<file path="src/rtl/core/bba_pkg.sv">
package bba_pkg;

  localparam int NUM_BUCKETS = 16;
  localparam int SLOT_SPAN   = 65536;

  localparam int SLOT_W = (NUM_BUCKETS > 1) ? $clog2(NUM_BUCKETS) : 1;
  localparam int CNT_W  = 17;
  localparam int ADDR_W = 20;

  localparam logic [CNT_W-1:0] BSIZE_RESET = CNT_W'(1024);
  localparam logic [CNT_W-1:0] CNT_MAX     = '1;
  // capacity of a shared bucket never exceeds the span of one slot
  localparam logic [CNT_W-1:0] SPAN_CAP =
      (SLOT_SPAN > (2 ** CNT_W) - 1) ? CNT_MAX : CNT_W'(SLOT_SPAN);

  localparam logic REQ_ALLOC = 1'b0;
  localparam logic REQ_FREE  = 1'b1;

  typedef enum logic [1:0] {
    ST_OK        = 2'd0,
    ST_NO_SLOT   = 2'd1,
    ST_TOO_BIG   = 2'd2,
    ST_NOT_FOUND = 2'd3
  } status_t;

  typedef struct packed {
    logic [CNT_W-1:0] cap;
    logic [CNT_W-1:0] alloc;
    logic [CNT_W-1:0] freed;
  } slot_t;

  typedef struct packed {
    logic              en;
    logic [SLOT_W-1:0] idx;
    logic              valid;
    slot_t             data;
  } slot_wr_t;

  function automatic logic [ADDR_W-1:0] make_addr(input logic [SLOT_W-1:0] slot,
                                                  input logic [CNT_W-1:0]  off);
    logic [63:0] t;
    t = 64'(slot) * 64'(SLOT_SPAN) + 64'(off);
    return t[ADDR_W-1:0];
  endfunction

endpackage

</file>
<file path="src/rtl/core/bucket_bump_allocator_unit.sv">
// Channel  | Dir | Handshake              | Payload
// in_      | in  | in_tvalid / in_tready  | tuser: req_type; tdata: count, address
// out_     | out | out_tvalid / out_tready| tdata: granted_address, status
// cfg_     | in  | cfg_valid / cfg_ready  | cfg_data: bucket_size
//
// One word at a time. Too-large and dedicated allocates go from decode straight to the result;
// deallocate adds a free step; small allocate adds the slot scan
// through the shared fit/add unit, one slot per cycle (up to 16).
// The result sits in an output register, so a new word is taken while it waits.
// rst_n is synchronous: slot table empty, bucket_size back to 1024.
// A stalled output holds only the last result; the next one waits in its state.
module bucket_bump_allocator_unit (
  input  logic                        clk,
  input  logic                        rst_n,
  input  logic                        in_tvalid,
  output logic                        in_tready,
  input  logic [39:0]                 in_tdata,  // count[16:0], address[36:17], zero
  input  logic [0:0]                  in_tuser,  // req_type
  output logic                        out_tvalid,
  input  logic                        out_tready,
  output logic [23:0]                 out_tdata, // granted_address[19:0], status[21:20]
  input  logic                        cfg_valid,
  output logic                        cfg_ready,
  input  logic [bba_pkg::CNT_W-1:0]   cfg_data
);
  import bba_pkg::*;

  typedef enum logic [4:0] {
    S_IDLE   = 5'b00001,
    S_DECODE = 5'b00010,
    S_SCAN   = 5'b00100,
    S_FREE   = 5'b01000,
    S_DONE   = 5'b10000
  } state_t;

  state_t            state_r, state_nxt;
  logic              req_r;
  logic [CNT_W-1:0]  cnt_r;
  logic [ADDR_W-1:0] addr_r;
  logic [SLOT_W-1:0] idx_r, idx_nxt;
  logic [ADDR_W-1:0] res_addr_r, res_addr_nxt;
  status_t           res_status_r, res_status_nxt;
  logic              out_valid_r, out_valid_nxt;
  logic [ADDR_W-1:0] out_addr_r;
  status_t           out_status_r;
  logic [CNT_W-1:0]  bsize_r;

  slot_t                  rd_data;
  logic                   rd_valid;
  logic [NUM_BUCKETS-1:0] valid_vec;
  slot_wr_t               wr;
  logic                   fits;
  logic [CNT_W:0]         sum;

  logic [SLOT_W-1:0] free_idx;
  logic              free_any;
  logic [ADDR_W-1:0] addr_slot;
  logic [ADDR_W-1:0] addr_off;
  logic              too_big;
  logic [CNT_W-1:0]  shared_cap;
  logic [CNT_W-1:0]  freed_sat;
  logic              in_acc;
  logic              out_load;

  bba_slot_table u_table (
    .clk       (clk),
    .rst_n     (rst_n),
    .rd_idx    (idx_r),
    .rd_data   (rd_data),
    .rd_valid  (rd_valid),
    .valid_vec (valid_vec),
    .wr        (wr)
  );

  bba_arith u_arith (
    .slot      (rd_data),
    .cnt       (cnt_r),
    .use_freed (state_r == S_FREE),
    .fits      (fits),
    .sum       (sum)
  );

  // lowest free slot
  always_comb begin
    free_idx = '0;
    free_any = 1'b0;
    for (int i = NUM_BUCKETS - 1; i >= 0; i--) begin
      if (!valid_vec[i]) begin
        free_idx = SLOT_W'(i);
        free_any = 1'b1;
      end
    end
  end

  assign addr_slot  = ADDR_W'(addr_r / SLOT_SPAN);
  assign addr_off   = ADDR_W'(addr_r % SLOT_SPAN);
  assign too_big    = 32'(cnt_r) > 32'(SLOT_SPAN);
  assign shared_cap = (32'(bsize_r) > 32'(SLOT_SPAN)) ? SPAN_CAP : bsize_r;
  assign freed_sat  = sum[CNT_W] ? CNT_MAX : sum[CNT_W-1:0];

  assign in_tready = (state_r == S_IDLE);
  assign in_acc    = in_tvalid && in_tready;
  assign cfg_ready = 1'b1;
  assign out_load  = (state_r == S_DONE) && (!out_valid_r || out_tready);

  always_comb begin
    state_nxt      = state_r;
    idx_nxt        = idx_r;
    res_addr_nxt   = res_addr_r;
    res_status_nxt = res_status_r;
    wr             = '0;
    case (state_r)
      S_IDLE: begin
        if (in_acc) begin
          state_nxt = S_DECODE;
        end
      end
      S_DECODE: begin
        res_addr_nxt   = '0;
        res_status_nxt = ST_OK;
        state_nxt      = S_DONE;
        if (req_r == REQ_FREE) begin
          if (32'(addr_slot) < 32'(NUM_BUCKETS)) begin
            idx_nxt   = addr_slot[SLOT_W-1:0];
            state_nxt = S_FREE;
          end else begin
            res_status_nxt = ST_NOT_FOUND;
          end
        end else if (too_big) begin
          res_status_nxt = ST_TOO_BIG;
        end else if (cnt_r > bsize_r) begin
          // dedicated bucket of exactly the requested size
          if (free_any) begin
            wr.en        = 1'b1;
            wr.idx       = free_idx;
            wr.valid     = 1'b1;
            wr.data      = '{cap: cnt_r, alloc: cnt_r, freed: '0};
            res_addr_nxt = make_addr(free_idx, '0);
          end else begin
            res_status_nxt = ST_NO_SLOT;
          end
        end else begin
          idx_nxt   = '0;
          state_nxt = S_SCAN;
        end
      end
      S_SCAN: begin
        if (rd_valid && fits) begin
          wr.en        = 1'b1;
          wr.idx       = idx_r;
          wr.valid     = 1'b1;
          wr.data      = '{cap: rd_data.cap, alloc: sum[CNT_W-1:0], freed: rd_data.freed};
          res_addr_nxt = make_addr(idx_r, rd_data.alloc);
          state_nxt    = S_DONE;
        end else if (idx_r == SLOT_W'(NUM_BUCKETS - 1)) begin
          // no room anywhere: open a new shared bucket
          if (free_any) begin
            wr.en        = 1'b1;
            wr.idx       = free_idx;
            wr.valid     = 1'b1;
            wr.data      = '{cap: shared_cap, alloc: cnt_r, freed: '0};
            res_addr_nxt = make_addr(free_idx, '0);
          end else begin
            res_status_nxt = ST_NO_SLOT;
          end
          state_nxt = S_DONE;
        end else begin
          idx_nxt = idx_r + 1'b1;
        end
      end
      S_FREE: begin
        if (rd_valid && (32'(addr_off) < 32'(rd_data.alloc))) begin
          wr.en    = 1'b1;
          wr.idx   = idx_r;
          wr.valid = (freed_sat != rd_data.alloc);
          wr.data  = '{cap: rd_data.cap, alloc: rd_data.alloc, freed: freed_sat};
        end else begin
          res_status_nxt = ST_NOT_FOUND;
        end
        state_nxt = S_DONE;
      end
      S_DONE: begin
        if (out_load) begin
          state_nxt = S_IDLE;
        end
      end
      default: begin
        state_nxt = S_IDLE;
      end
    endcase
  end

  always_comb begin
    out_valid_nxt = out_valid_r;
    if (out_tvalid && out_tready) begin
      out_valid_nxt = 1'b0;
    end
    if (out_load) begin
      out_valid_nxt = 1'b1;
    end
  end

  always_ff @(posedge clk) begin
    if (!rst_n) begin
      state_r     <= S_IDLE;
      out_valid_r <= 1'b0;
      bsize_r     <= BSIZE_RESET;
    end else begin
      state_r     <= state_nxt;
      out_valid_r <= out_valid_nxt;
      if (cfg_valid && cfg_ready) begin
        bsize_r <= cfg_data;
      end
    end
  end

  always_ff @(posedge clk) begin
    idx_r        <= idx_nxt;
    res_addr_r   <= res_addr_nxt;
    res_status_r <= res_status_nxt;
    if (in_acc) begin
      req_r  <= in_tuser[0];
      cnt_r  <= in_tdata[CNT_W-1:0];
      addr_r <= in_tdata[CNT_W+ADDR_W-1:CNT_W];
    end
    if (out_load) begin
      out_addr_r   <= res_addr_r;
      out_status_r <= res_status_r;
    end
  end

  assign out_tvalid = out_valid_r;
  assign out_tdata  = {2'b00, out_status_r, out_addr_r};

endmodule

</file>
<file path="src/rtl/core/bba_slot_table.sv">
module bba_slot_table (
  input  logic                         clk,
  input  logic                         rst_n,
  input  logic [bba_pkg::SLOT_W-1:0]   rd_idx,
  output bba_pkg::slot_t               rd_data,
  output logic                         rd_valid,
  output logic [bba_pkg::NUM_BUCKETS-1:0] valid_vec,
  input  bba_pkg::slot_wr_t            wr
);
  import bba_pkg::*;

  logic [NUM_BUCKETS-1:0] valid_r;
  slot_t                  slot_r [NUM_BUCKETS];

  always_ff @(posedge clk) begin
    if (!rst_n) begin
      valid_r <= '0;
    end else if (wr.en) begin
      valid_r[wr.idx] <= wr.valid;
    end
  end

  always_ff @(posedge clk) begin
    if (wr.en) begin
      slot_r[wr.idx] <= wr.data;
    end
  end

  assign rd_data   = slot_r[rd_idx];
  assign rd_valid  = valid_r[rd_idx];
  assign valid_vec = valid_r;

endmodule

</file>
<file path="src/rtl/core/bba_arith.sv">
module bba_arith (
  input  bba_pkg::slot_t             slot,
  input  logic [bba_pkg::CNT_W-1:0]  cnt,
  input  logic                       use_freed,
  output logic                       fits,
  output logic [bba_pkg::CNT_W:0]    sum
);
  import bba_pkg::*;

  logic [CNT_W-1:0] room;
  logic [CNT_W-1:0] base;

  // room left in the bucket; only meaningful when cap >= alloc
  assign room = slot.cap - slot.alloc;
  assign fits = (slot.cap >= slot.alloc) && (room >= cnt);

  assign base = use_freed ? slot.freed : slot.alloc;
  assign sum  = {1'b0, base} + {1'b0, cnt};

endmodule

</file>
<file path="config.mk">
export PLATFORM = sky130hd
export DESIGN_NAME = bucket_bump_allocator_unit
export DESIGN_NICKNAME = d
export VERILOG_FILES = /design/src/rtl/core/bba_pkg.sv /design/src/rtl/core/bucket_bump_allocator_unit.sv /design/src/rtl/core/bba_slot_table.sv /design/src/rtl/core/bba_arith.sv
export SDC_FILE = /design/constraint.sdc
export NUM_CORES = 1
export LEC_CHECK = 0
export BUFFER_PORTS_ARGS = -buffer_cell sky130_fd_sc_hd__buf_2
export CAP_MARGIN = 20
export CORE_MARGIN = 1.5
export CORE_UTILIZATION = 56
export DETAILED_ROUTE_END_ITERATION = 8
export PLACE_DENSITY = 0.71
export SYNTH_ARGS = -nofsm -noshare
export SYNTH_HDL_FRONTEND = slang
export SYNTH_HIERARCHICAL = 1
export SYNTH_SLANG_ARGS = --single-unit
</file>
<file path="constraint.sdc">
create_clock -name clk -period 8.85 [get_ports clk]
set_input_delay 0.885 -clock clk [delete_from_list [all_inputs] [get_ports clk]]
set_output_delay 0.885 -clock clk [all_outputs]
set_load 0.01 [all_outputs]
</file>
# Word level (Yosys, flattened, before mapping)

Memories as Yosys holds them, arrays and structs flattened. A register that Yosys moved wholly into a read port is not among the register bits.
Index checks and enable logic that the tools add are counted.
Widths: inputs -> output; s select.

Register bits after elaboration: 125
Memories: 1
Bits in latches: 0
Word-level logic and storage cells: 150
Bits in read-only memories: 0
Output and inout port bits: 27
Bits of input ports: 63
Bits in writable memories: 816

Memory list:

| name           | depth | width | read ports | clocked after Yosys merged registers in | write ports | RTL line             | RTL |
|---|---|---|---|---|---|---|---|
| u_table.slot_r | 16    | 51    | 1          | 1                                       | 1           | bba_slot_table.sv:13 | `slot_t slot_r [NUM_BUCKETS];` |

Reduce and logical (&&, ||, !) cells: 16
Div/mod/pow operators: 0
$lt $le $gt $ge: 10
Eq/ne operators: 19
Muxes and demuxes: 88
Bitwise logic cells: 0
Multipliers: 0
Add/sub/neg operators: 4
Shift operators: 0

Operator list:

| operator             | number |
|---|---|
| $mux 57              | 8 |
| $pmux 57 s3          | 1 |
| $mux 20              | 7 |
| $mux 4               | 23 |
| $mux 17              | 3 |
| $mux 5               | 8 |
| $pmux 20 s2          | 1 |
| $ge 17x17->1         | 2 |
| $gt 17x17->1 const B | 2 |
| $pmux 5 s5           | 1 |
| $mux 1               | 24 |
| $add 20x17->20       | 1 |
| $add 17x17->18       | 1 |
| $gt 17x17->1         | 1 |
| $lt 16x17->1         | 1 |
| $ne 17x17->1         | 1 |
| $sub 17x17->17       | 1 |
| $bwmux 16            | 1 |
| $lt 4x5->1 const B   | 3 |
| $ne 3x3->1 const B   | 5 |
| $mux 2               | 7 |
| $ne 2x2->1 const B   | 6 |
| $pmux 4 s2           | 1 |
| $logic_and 1x1->1    | 7 |
| other kinds (19)     | 21 |

# Logic depth before layout (Yosys ltp)

Depth after elaboration: 26
Gate-level depth with buffers: 33
Depth with buffers taken out: 29

# By module

Netlist, hierarchy kept.

By module, submodules not included:

| module                     | instances | cells an instance | area each (um^2) |
|---|---|---|---|
| bba_slot_table             | 1         | 1355              | 31371.3 |
| bucket_bump_allocator_unit | 1         | 664               | 6383.6 |
| bba_arith                  | 1         | 313               | 2188.3 |

# Least setup slack after synthesis

Ideal clock, no wire load.

Path type: reg2reg
From: register idx_r[1]
To: memory u_table/slot_r[0][0] (netlist name), enable pin
Cell stages (with the launch flop): 33
Arrival time: 7.923 ns
Buffers on the path: 5
Library setup time: 0.460 ns
Required time: 8.390 ns
Path slack: 0.467 ns
Cells stage by stage: edfxtp_1 buf_4 buf_2 clkbuf_1 mux4_2 a22oi_1 nand2_1 inv_1 ha_1 fa_1 inv_1 a21oi_1 o221ai_1 a311oi_1 o21bai_1 a21oi_1 xnor2_1 ha_1 a21o_1 a21o_1 a21oi_1 nand2_1 o21ai_0 a31o_2 a31oi_1 nand2_1 nor2_1 a21oi_1 clkbuf_1 o21ai_0 or3b_2 clkbuf_1 nor2_1

RTL lines:

| item                   | RTL line                          | RTL |
|---|---|---|
| start, declared        | bucket_bump_allocator_unit.sv:40  | `logic [SLOT_W-1:0] idx_r, idx_nxt;` |
| start signal, assigned | bucket_bump_allocator_unit.sv:218 | `idx_r <= idx_nxt;` |
| end, declared          | bba_slot_table.sv:13              |  |

==> results.yml <==
placement:
  globalplace.congestion: 0.945
  post_dp_cell_area_mm2: 0.0423
  dp_cells: 3353
  io_buffers: 83
  place_hpwl_mm: 62.1
  dp_slack_ns: 0.484
global_routing:
  grt_pass1_wl_mm: 150
  grt_max_degree: 101
  grtUsageTotal_pct: 28.2
  grt-ovfl-total: 0
  antenna_found_initial: 0
  grt_pass1_vias: 22892
yosys:
  yosysSeqAreaShare_pct: 69.8
  yosysTopAreaCellShare_pct: 67.8
  synthesis.area_mm2: 0.0399
  synth_top_cell_by_area: "edfxtp_1"
  yosysMostFrequentCell: "edfxtp_1"
  synth-seq-cells: 941
  yosys_warnings: 6
  ys.flop_type: "edfxtp_1"
  synth_edf_count: 902
  synth_common_cells: "902 x edfxtp_1, 208 x mux4_2, 137 x nand2_1"
  synth_cell_types: 78
  avgSynthCellArea_um2: 17.1
  syn_inst: 2332
  async_flop_share_pct: 0
  synthTopCellsByArea: "edfxtp_1 68%, mux4_2 12%, ha_1 2.7%"
worst_setup_path:
  r2r_setup_slack_ns: 0.46
  crit_top_cell: "a21oi_1"
  endpoint: "u_table/slot_r[5][1]$_DFFE_PP_"
  r2r_start: "idx_r[0]$_DFFE_PP_"
  path_max_fanout: 18
  cp-start-kind: "flip-flop"
  startpoint: "idx_r[0]$_DFFE_PP_"
  slowest_delay_ns: 0.78
  end_kind: "flip-flop"
  r2r-end: "u_table/slot_r[5][1]$_DFFE_PP_"
  cp.required_ns: 9.20
  slowest_stage: "nor2_4"
  worstSetupPathType: "flip-flop to flip-flop"
  ff2ff_path_depth: 31
  arrival_ns: 8.74
clock_tree:
  cts.htree.levels: 3
  cts_root_buffer: "clkbuf_16"
  clock_latency_ns: 0.67
  clk_transition_reported_paths_ns: 0.06
  cts.sinks: 941
  postCtsSetupBuffers: 0
  numCtsBuffers: 92
  cts_tree: "built"
  postCtsHoldBufs: 0
  cts_resized: 0
  cts_buffer_depth: 3
floorplanning:
  rows: 97
  fp.dieH_um: 270
  start_util_pct: 56.8
  coreArea_mm2: 0.0703
  die_x_um: 270
  dieArea_mm2: 0.0729
  io_pins: 90
run:
  maxCapViolCount: 0
timing:
  finClkSkew_ns: 0.0325
  finalSetupViolCount: 0
  post-route-min-period_ns: 8.39
  rsz0062_at_grt: "no"
  setup_slack_ns: 0.459
  hold_viol: 0
  tightestPinTransition_ns: 1.17
  slew_viol_final: 0
  fin_crit_sh_pct: 94.8
  slew_headroom_pct: 21.9
  fmax_mhz: 119
  setup_tns_ns: 0
power_and_ir_drop:
  leakage_nw: 13.8
  ir_worst_vdd_mv: 0.170
  power_switching_mw: 2.09
  pwr-share-seq_pct: 52.2
  power.internal_mw: 7.30
  combPwrFrac_pct: 6.9
  p_clk_share_pct: 40.8
  swShare_pct: 22.3
  power_density_mw_per_mm2: 207
finish:
  syn2layout_area_growth_pct: 13.5
  nFillCells: 4707
  final_util_pct: 64.5
  multi_input_area_mm2: 0.0112
  drive_gt1_share_pct: 22.7
  fin_cells: 3535
  seq_area_mm2: 0.0279
  nets: 2671
  n_antenna_cell: 0
  design_area_mm2: 0.0454
drt:
  drt_iter0_markers: 3039
  route.detailed.drc: 0
  dr.pass1.iters: 6
  routed-via-count: 23221
  drt_wl_total_mm: 102
  ant_nets: 0
  vias_per_cell: 6.57
  wl_per_cell_um: 28.9
outcome:
  outcome: "completed"
hold_path:
  hp-class: "input pin to flip-flop"
[cell type report]
class,count,area share (%)
Sequential cell,941,61.4
Tap cell,940,2.59
Timing Repair Buffer,208,3.72
Clock inverter,58,1.22
Inverter,122,1.01
Clock buffer,111,5.35
Multi-Input combinational cell,1155,24.7
[layout by cell type, fill, tap and decap left out, types with 63 or more instances in the layout]
cell and instances:
a21oi_1 63, a22oi_1 105, buf_4 97, edfxtp_1 902
ha_1 86, o21ai_0 93, clkbuf_16 94, inv_1 122
nand2_1 137, nor2_1 70, mux4_2 208, buf_2 84
[per-layer routing]
layer  routed length, µm  global-route usage [%]  up-vias
met4                2570                    8.41        0
met3                9020                    4.51      171
li1                    -                       -     9751
met1               41100                    40.3    11969
met2               49400                    45.2     1330
met5                   0                       0        -
[how the worst min path moves through the flow]
stage                                      from                       to  slack (ns)  depth (start not counted)
finish                             in_tdata[29]     addr_r[12]$_DFFE_PP_        0.40                          1
global placement    res_addr_r[9]$_SDFFCE_PN0P_  out_addr_r[9]$_DFFE_PP_        0.40                          0
CTS                                in_tdata[29]     addr_r[12]$_DFFE_PP_        0.38                          1
global route                       in_tdata[29]     addr_r[12]$_DFFE_PP_        0.39                          1
floorplan           res_addr_r[0]$_SDFFCE_PN0P_  out_addr_r[0]$_DFFE_PP_        0.40                          0
detailed placement  res_addr_r[5]$_SDFFCE_PN0P_  out_addr_r[5]$_DFFE_PP_        0.40                          0
[critical path, delay by kind of cell (launching register included)]
kind | cells | cell delay, ns
flops | 1 | 0.41
simple gates | 6 | 1.96
compound gates | 14 | 3.00
xor+xnor | 1 | 0.15
buf+inv | 6 | 1.24
mux | 1 | 0.58
fa+ha+maj | 3 | 0.66
[flip-flops by register name (all words and copies together), names as in the netlist]
signal and count:
bsize_r 17, addr_r 20, out_addr_r 20, u_table/valid_vec 16
out_status_r 2, state_r 5, cnt_r 17, idx_r 4
res_addr_r 20, res_status_r 2, u_table/slot_r 816, req_r 1
out_tvalid 1
[kinds of logic (layout without fill, tap and decap cells)]
kind of cell               after synthesis  after routing  synth area share (%)
DFF                                    941            941                  69.8
AOI/OAI and AO/OA                      413            413                  7.10
and+or+nand+nor                        386            386                  4.63
xor gates and xnor gates                40             40                 0.877
buffers and inverters                  237            499                  2.65
other                                    2              3                0.0188
adders and majority gates               88             88                  2.79
muxes                                  225            225                  12.2
[per-stage QoR]
step / power, mW / hold slack [ns]
5_1_grt: 9.66 / 0.389
4_1_cts: 9.42 / 0.379
6_report: 9.39 / 0.402
2_1_floorplan: 5.42 / 0.400
3_5_place_dp: 5.62 / 0.405
3_3_place_gp: 5.61 / 0.403
[power groups by stage]
stage | sequential [mW] | clock [mW] | combinational, mW
floorplan | 4.96 | 0 | 0.457
global placement | 4.99 | 0 | 0.619
detailed placement | 4.99 | 0 | 0.631
CTS | 4.90 | 3.88 | 0.636
global route | 4.90 | 4.05 | 0.707
finish | 4.90 | 3.83 | 0.651
(Power assumes the default switching activity.)
